--- src/rtl/spq_pkg.sv ---
// ----------------------------------------------------------------------------
// spq_pkg
// Shared types and constants for the stable sorted priority queue.
// ----------------------------------------------------------------------------
package spq_pkg;

	localparam int QUEUE_DEPTH = 16;
	localparam int CNT_W       = $clog2(QUEUE_DEPTH + 1);

	localparam logic       OP_INSERT = 1'b0;
	localparam logic       OP_REMOVE = 1'b1;

	localparam logic [1:0] ST_OK    = 2'd0;
	localparam logic [1:0] ST_EMPTY = 2'd1;
	localparam logic [1:0] ST_FULL  = 2'd2;

	typedef struct packed {
		logic        valid;
		logic [15:0] id;
		logic [7:0]  pri;
		logic [31:0] arr;
	} entry_t;

	typedef struct packed {
		logic        push;
		logic        pop;
		logic [15:0] id;
		logic [7:0]  pri;
		logic [31:0] arr;
	} cell_ctl_t;

endpackage

--- src/rtl/spq_cell.sv ---
// ----------------------------------------------------------------------------
// spq_cell
// One slot of the sorted chain: holds, takes the new entry, or shifts.
// ----------------------------------------------------------------------------
module spq_cell (
	input  logic               clk,
	input  logic               arst_n,
	input  spq_pkg::cell_ctl_t ctl,
	input  spq_pkg::entry_t    left,
	input  logic               left_sel,
	input  spq_pkg::entry_t    right,
	output spq_pkg::entry_t    slot,
	output logic               sel
);

	logic        valid_q;
	logic [15:0] id_q;
	logic [7:0]  pri_q;
	logic [31:0] arr_q;

	// insertion point lies at or before this slot
	assign sel = !valid_q || (pri_q > ctl.pri);

	assign slot.valid = valid_q;
	assign slot.id    = id_q;
	assign slot.pri   = pri_q;
	assign slot.arr   = arr_q;

	always_ff @(posedge clk or negedge arst_n) begin
		if (!arst_n) begin
			valid_q <= 1'b0;
		end else if (ctl.pop) begin
			valid_q <= right.valid;
		end else if (ctl.push) begin
			if (left_sel) begin
				valid_q <= left.valid;
			end else if (sel) begin
				valid_q <= 1'b1;
			end
		end
	end

	always_ff @(posedge clk) begin
		if (ctl.pop) begin
			id_q  <= right.id;
			pri_q <= right.pri;
			arr_q <= right.arr;
		end else if (ctl.push) begin
			if (left_sel) begin
				id_q  <= left.id;
				pri_q <= left.pri;
				arr_q <= left.arr;
			end else if (sel) begin
				id_q  <= ctl.id;
				pri_q <= ctl.pri;
				arr_q <= ctl.arr;
			end
		end
	end

endmodule

--- src/rtl/stable_priority_io_queue_top.sv ---
// ----------------------------------------------------------------------------
// stable_priority_io_queue_top
// Stable sorted priority queue built as a shifting chain of slot cells.
// ----------------------------------------------------------------------------
//  channel   handshake        fields
//  request   start / busy     operation, entry_id, priority_req, current_time
//  result    done (strobe)    status, head_id, head_priority, head_arrival,
//                             occupancy, is_empty
//
//  Each request is taken when start is high; every cell compares against the new
//  priority in parallel and the chain shifts in that same edge. The result is
//  strobed on done the cycle after start. busy stays low, so a request may be
//  issued every cycle. Reset empties the queue; the receiver cannot stall.
// ----------------------------------------------------------------------------
module stable_priority_io_queue_top (
	input  logic        clk,
	input  logic        arst_n,
	input  logic        start,
	output logic        busy,
	input  logic        operation,
	input  logic [15:0] entry_id,
	input  logic [7:0]  priority_req,
	input  logic [31:0] current_time,
	output logic        done,
	output logic [1:0]  status,
	output logic [15:0] head_id,
	output logic [7:0]  head_priority,
	output logic [31:0] head_arrival,
	output logic [4:0]  occupancy,
	output logic        is_empty
);

	localparam int N = spq_pkg::QUEUE_DEPTH;

	spq_pkg::entry_t    slots [N];
	logic               sels  [N];
	spq_pkg::cell_ctl_t ctl;

	logic                    req;
	logic                    empty;
	logic                    full;
	logic [spq_pkg::CNT_W-1:0] count_q;
	logic [spq_pkg::CNT_W-1:0] count_nxt;
	logic                    done_q;
	logic [1:0]              status_q;
	logic [15:0]             head_id_q;
	logic [7:0]              head_pri_q;
	logic [31:0]             head_arr_q;

	assign busy  = 1'b0;
	assign req   = start && !busy;
	assign empty = !slots[0].valid;
	assign full  = slots[N-1].valid;

	assign ctl.push = req && (operation == spq_pkg::OP_INSERT) && !full;
	assign ctl.pop  = req && (operation == spq_pkg::OP_REMOVE) && !empty;
	assign ctl.id   = entry_id;
	assign ctl.pri  = priority_req;
	assign ctl.arr  = current_time;

	for (genvar i = 0; i < N; i++) begin : g_cell
		spq_pkg::entry_t left_e;
		spq_pkg::entry_t right_e;
		logic            left_s;

		if (i == 0) begin : g_first
			assign left_e = '0;
			assign left_s = 1'b0;
		end else begin : g_mid
			assign left_e = slots[i-1];
			assign left_s = sels[i-1];
		end

		if (i == N - 1) begin : g_last
			assign right_e = '0;
		end else begin : g_inner
			assign right_e = slots[i+1];
		end

		spq_cell u_cell (
			.clk      (clk),
			.arst_n   (arst_n),
			.ctl      (ctl),
			.left     (left_e),
			.left_sel (left_s),
			.right    (right_e),
			.slot     (slots[i]),
			.sel      (sels[i])
		);
	end

	always_comb begin
		count_nxt = count_q;
		if (ctl.push) begin
			count_nxt = count_q + 1'b1;
		end else if (ctl.pop) begin
			count_nxt = count_q - 1'b1;
		end
	end

	always_ff @(posedge clk or negedge arst_n) begin
		if (!arst_n) begin
			count_q <= '0;
			done_q  <= 1'b0;
		end else begin
			count_q <= count_nxt;
			done_q  <= req;
		end
	end

	always_ff @(posedge clk) begin
		if (req) begin
			status_q   <= spq_pkg::ST_OK;
			head_id_q  <= '0;
			head_pri_q <= '0;
			head_arr_q <= '0;
			if (operation == spq_pkg::OP_INSERT) begin
				if (full) begin
					status_q <= spq_pkg::ST_FULL;
				end
			end else if (empty) begin
				status_q <= spq_pkg::ST_EMPTY;
			end else begin
				head_id_q  <= slots[0].id;
				head_pri_q <= slots[0].pri;
				head_arr_q <= slots[0].arr;
			end
		end
	end

	assign done          = done_q;
	assign status        = status_q;
	assign head_id       = head_id_q;
	assign head_priority = head_pri_q;
	assign head_arrival  = head_arr_q;
	assign occupancy     = 5'(count_q);
	assign is_empty      = (count_q == '0);

endmodule
--- config.mk ---
export PLATFORM = sky130hd
export DESIGN_NAME = stable_priority_io_queue_top
export DESIGN_NICKNAME = d
export VERILOG_FILES = /design/src/rtl/spq_pkg.sv /design/src/rtl/spq_cell.sv /design/src/rtl/stable_priority_io_queue_top.sv
export SDC_FILE = /design/constraint.sdc
export NUM_CORES = 2
export LEC_CHECK = 0
export BUFFER_PORTS_ARGS = -buffer_cell sky130_fd_sc_hd__buf_4
export CORE_MARGIN = 8
export CORE_UTILIZATION = 45
export DETAILED_ROUTE_END_ITERATION = 10
export SETUP_SLACK_MARGIN = 0.3
export SYNTH_ARGS = -nofsm -noshare
export SYNTH_HDL_FRONTEND = slang
export SYNTH_SLANG_ARGS = --single-unit
--- constraint.sdc ---
create_clock -name clk -period 17.4 [get_ports clk]
set_input_delay 2.61 -clock clk [delete_from_list [all_inputs] [get_ports clk]]
set_output_delay 2.61 -clock clk [all_outputs]
set_load 0.005 [all_outputs]
==> impl_metrics.ini <==
[outcome]
status = finished, final reports clean

[global_route]
grt_usage = 0.262
gr-total-overflow = 0
grt_max_degree = 234
grt_first_pass_wirelength_mm = 251
grt_antenna_before_repair = 5
grt_pass1_vias = 39100

[synthesis]
avgSynthCellArea_sq_um = 10.3
synth-seq-cells = 976
ys.flop_type = edfxtp_1
synth_top_area_frac = 0.534
syn_nets = 5106
ys_top_cells_by_area = edfxtp_1 53%, nand2_1 6.8%, o211ai_1 5.1%
postSynthCellCount = 4922
synth-edff-count = 898
ys_types = 54
async_flop_share = 0.0225
ys_seq_area_frac = 0.567
synth_area_leader_cell = edfxtp_1
ys_warn_count = 0
netlist_area_sq_mm = 0.0505

[clock_network]
numCtsBuffers = 109
cts.path.max_buffers = 3
cts_tree = built
cts-resized-gates = 0
post-cts-setup-buffer-count = 0
cts_root_buffer = clkbuf_16
clock_latency_ps = 700
path_clk_slew_ps = 60
hold_buffers = 0
htree_levels = 3
cts.sinks = 976

[timing]
period_share = 0.366
final.setup.worst_slack_ps = 11040
max_freq_mhz = 157
fin_crit_ps = 6360
hold_viol = 0
rsz0062_at_grt = false
hold_slack_ps = 447
setup_tns_ps = 0
setup_viol = 0
tightestPinTransition_ps = 1200
slew_viol_final = 0
skew_ps = 30.0
slew_headroom = 0.202

[placed_design]
post_dp_cell_area_sq_mm = 0.0521
globalplace.congestion = 0.887
dp_cells = 6121
dp_hpwl_mm = 92.0
place_ws_ps = 10440
numPortBuffers = 124

[critical_path]
cp_max_fo = 58
arrival_ps = 6660
cp.required_ps = 17700
critPathKind = input port to flip-flop
start_kind = input port
endpoint_kind = flip-flop

[power_and_ir_drop]
power_density_mw_per_mm2 = 185
share_comb_of_total_power = 0.364
ir_drop_v = 0.000138
p_leak_nw = 19.3
swShare = 0.393
pwr-share-clk = 0.227
intPower_mw = 6.25
switchingPower_mw = 4.04
p_total_mw = 10.3
seqPwrFrac = 0.409

[drt]
drtPass1Iterations = 6
drtAntennaViolNets = 0
avgRoutedWirePerCell_um = 26.1
drt-initial-drc-count = 5209
viasPerCell = 6.37
drc = 0
num_vias = 40300
wirelength_mm = 165

[floorplan]
die_h_um = 351
die_w_um = 351
die_area_sq_mm = 0.123
coreArea_sq_mm = 0.112
row_count = 123
start_util = 0.451
io_pins = 126

[cells_and_area]
nets = 4916
final_area_sq_mm = 0.0557
area_delta_synth_final_pct = 10.3
stdcell_count = 6328
utilization = 0.497
drive_gt1_frac = 0.0833

[worst_hold_path]
hp-class = flip-flop to flip-flop

[run]
drv_cap = 0
[layer usage]
| metal | up-vias | share of wire | global-route usage |
|---|---|---|---|
| met5 | - | 0.00016 | 0 |
| met4 | 4 | 0.031 | 0.0861 |
| met3 | 326 | 0.090 | 0.0473 |
| met2 | 1960 | 0.45 | 0.406 |
| met1 | 20000 | 0.43 | 0.372 |
| li1 | 18100 | - | - |
[worst max-delay path, stage by stage]
cell and delay, ps:
buf_4 190, inv_1 580, ha_1 370, and4_1 210
nand4_1 90, buf_4 850, a31oi_1 400, o21ai_4 390
buf_4 880
[synthesized netlist by cell type, types with 22 or more instances]
cell,count
a21oi_1,259
a31oi_1,223
and3_1,65
buf_2,129
buf_4,22
clkbuf_1,324
dfrtp_1,22
dfxtp_1,56
edfxtp_1,898
ha_1,123
inv_1,28
mux2i_1,231
nand2_1,908
nand3_1,355
nand4_1,26
nor2_1,229
o211ai_1,344
o21ai_0,257
o21ai_1,190
o221ai_1,63
o22ai_1,58
[power groups by stage]
stage          clock network [mW]  registers, mW  logic, mW
4_1_cts                      2.36           4.20       3.70
6_report                     2.34           4.21       3.75
3_3_place_gp                    0           4.23       3.61
3_5_place_dp                    0           4.24       3.69
5_1_grt                      2.45           4.29       4.07
2_1_floorplan                   0           4.05       2.58
[area by class of cell]
class | count | area (sq um)
fill | 10200 | 56200
tap | 1500 | 1880
clock buffer | 140 | 2980
clock inverter | 66 | 561
inverter | 29 | 110
sequential | 976 | 28600
antenna | 1 | 2.50
timing repair buffer | 191 | 1510
multi-input combinational | 3425 | 20000
[sequential cells by signal, summed over array words and instances, names as in the netlist]
signal / flops
done: 1
g_cell.u_cell.arr_q: 512
g_cell.u_cell.id_q: 256
g_cell.u_cell.pri_q: 128
g_cell.u_cell.valid_q: 16
head_arrival: 32
head_id: 16
head_priority: 8
occupancy: 5
status: 2
[layout by cell type, fill, tap and decap left out, drive strengths merged, types with 3 or more instances in the layout]
cell / count
bufinv: 9
and4: 3
nand2b: 6
dfrtp: 22
a22oi: 3
and3: 66
clkinvlp: 4
a211oi: 5
o21ai: 447
nor2b: 20
inv: 32
edfxtp: 898
xnor2: 3
dfxtp: 56
clkbuf: 140
nand3: 355
o211ai: 344
clkinv: 50
a31oi: 223
ha: 123
buf: 191
mux2i: 231
or3: 3
a21oi: 260
a21o: 15
o22ai: 58
mux2: 3
nand4: 26
o221ai: 63
nor2: 229
nor3: 3
nand2: 908
o21a: 6
a41oi: 3
[path summary, 6_finish.rpt]
kind | start | endpoint | slack, ps | depth (start not counted)
worst min register to register | g_cell[15].u_cell.arr_q[30] | g_cell[15].u_cell.arr_q[30] | 450 | 2
worst max-delay path | priority_req[5] | g_cell[10].u_cell.arr_q[3] | 11040 | 9
worst max register to register | g_cell[0].u_cell.valid_q | g_cell[1].u_cell.id_q[15] | 12600 | 6
worst min-delay path | g_cell[15].u_cell.arr_q[30] | g_cell[15].u_cell.arr_q[30] | 450 | 2
max in group asynchronous | arst_n | g_cell[0].u_cell.valid_q | 15300 | 1
min in group asynchronous | arst_n | done | 1820 | 1
[cells by family (layout without fill, tap and decap cells)]
group | after synthesis | count (layout) | synth area share
and+or+nand+nor | 1625 | 1625 | 0.136
AOI/OAI and AO/OA | 1437 | 1437 | 0.174
DFF | 976 | 976 | 0.567
buffers and inverters | 521 | 426 | 0.0440
muxes | 234 | 234 | 0.0465
adders and majority gates | 124 | 124 | 0.0309
xor gates and xnor gates | 4 | 4 | 0.000694
other | 1 | 2 | 0.0000743
Note: power is estimated with default switching activity, not from simulation.
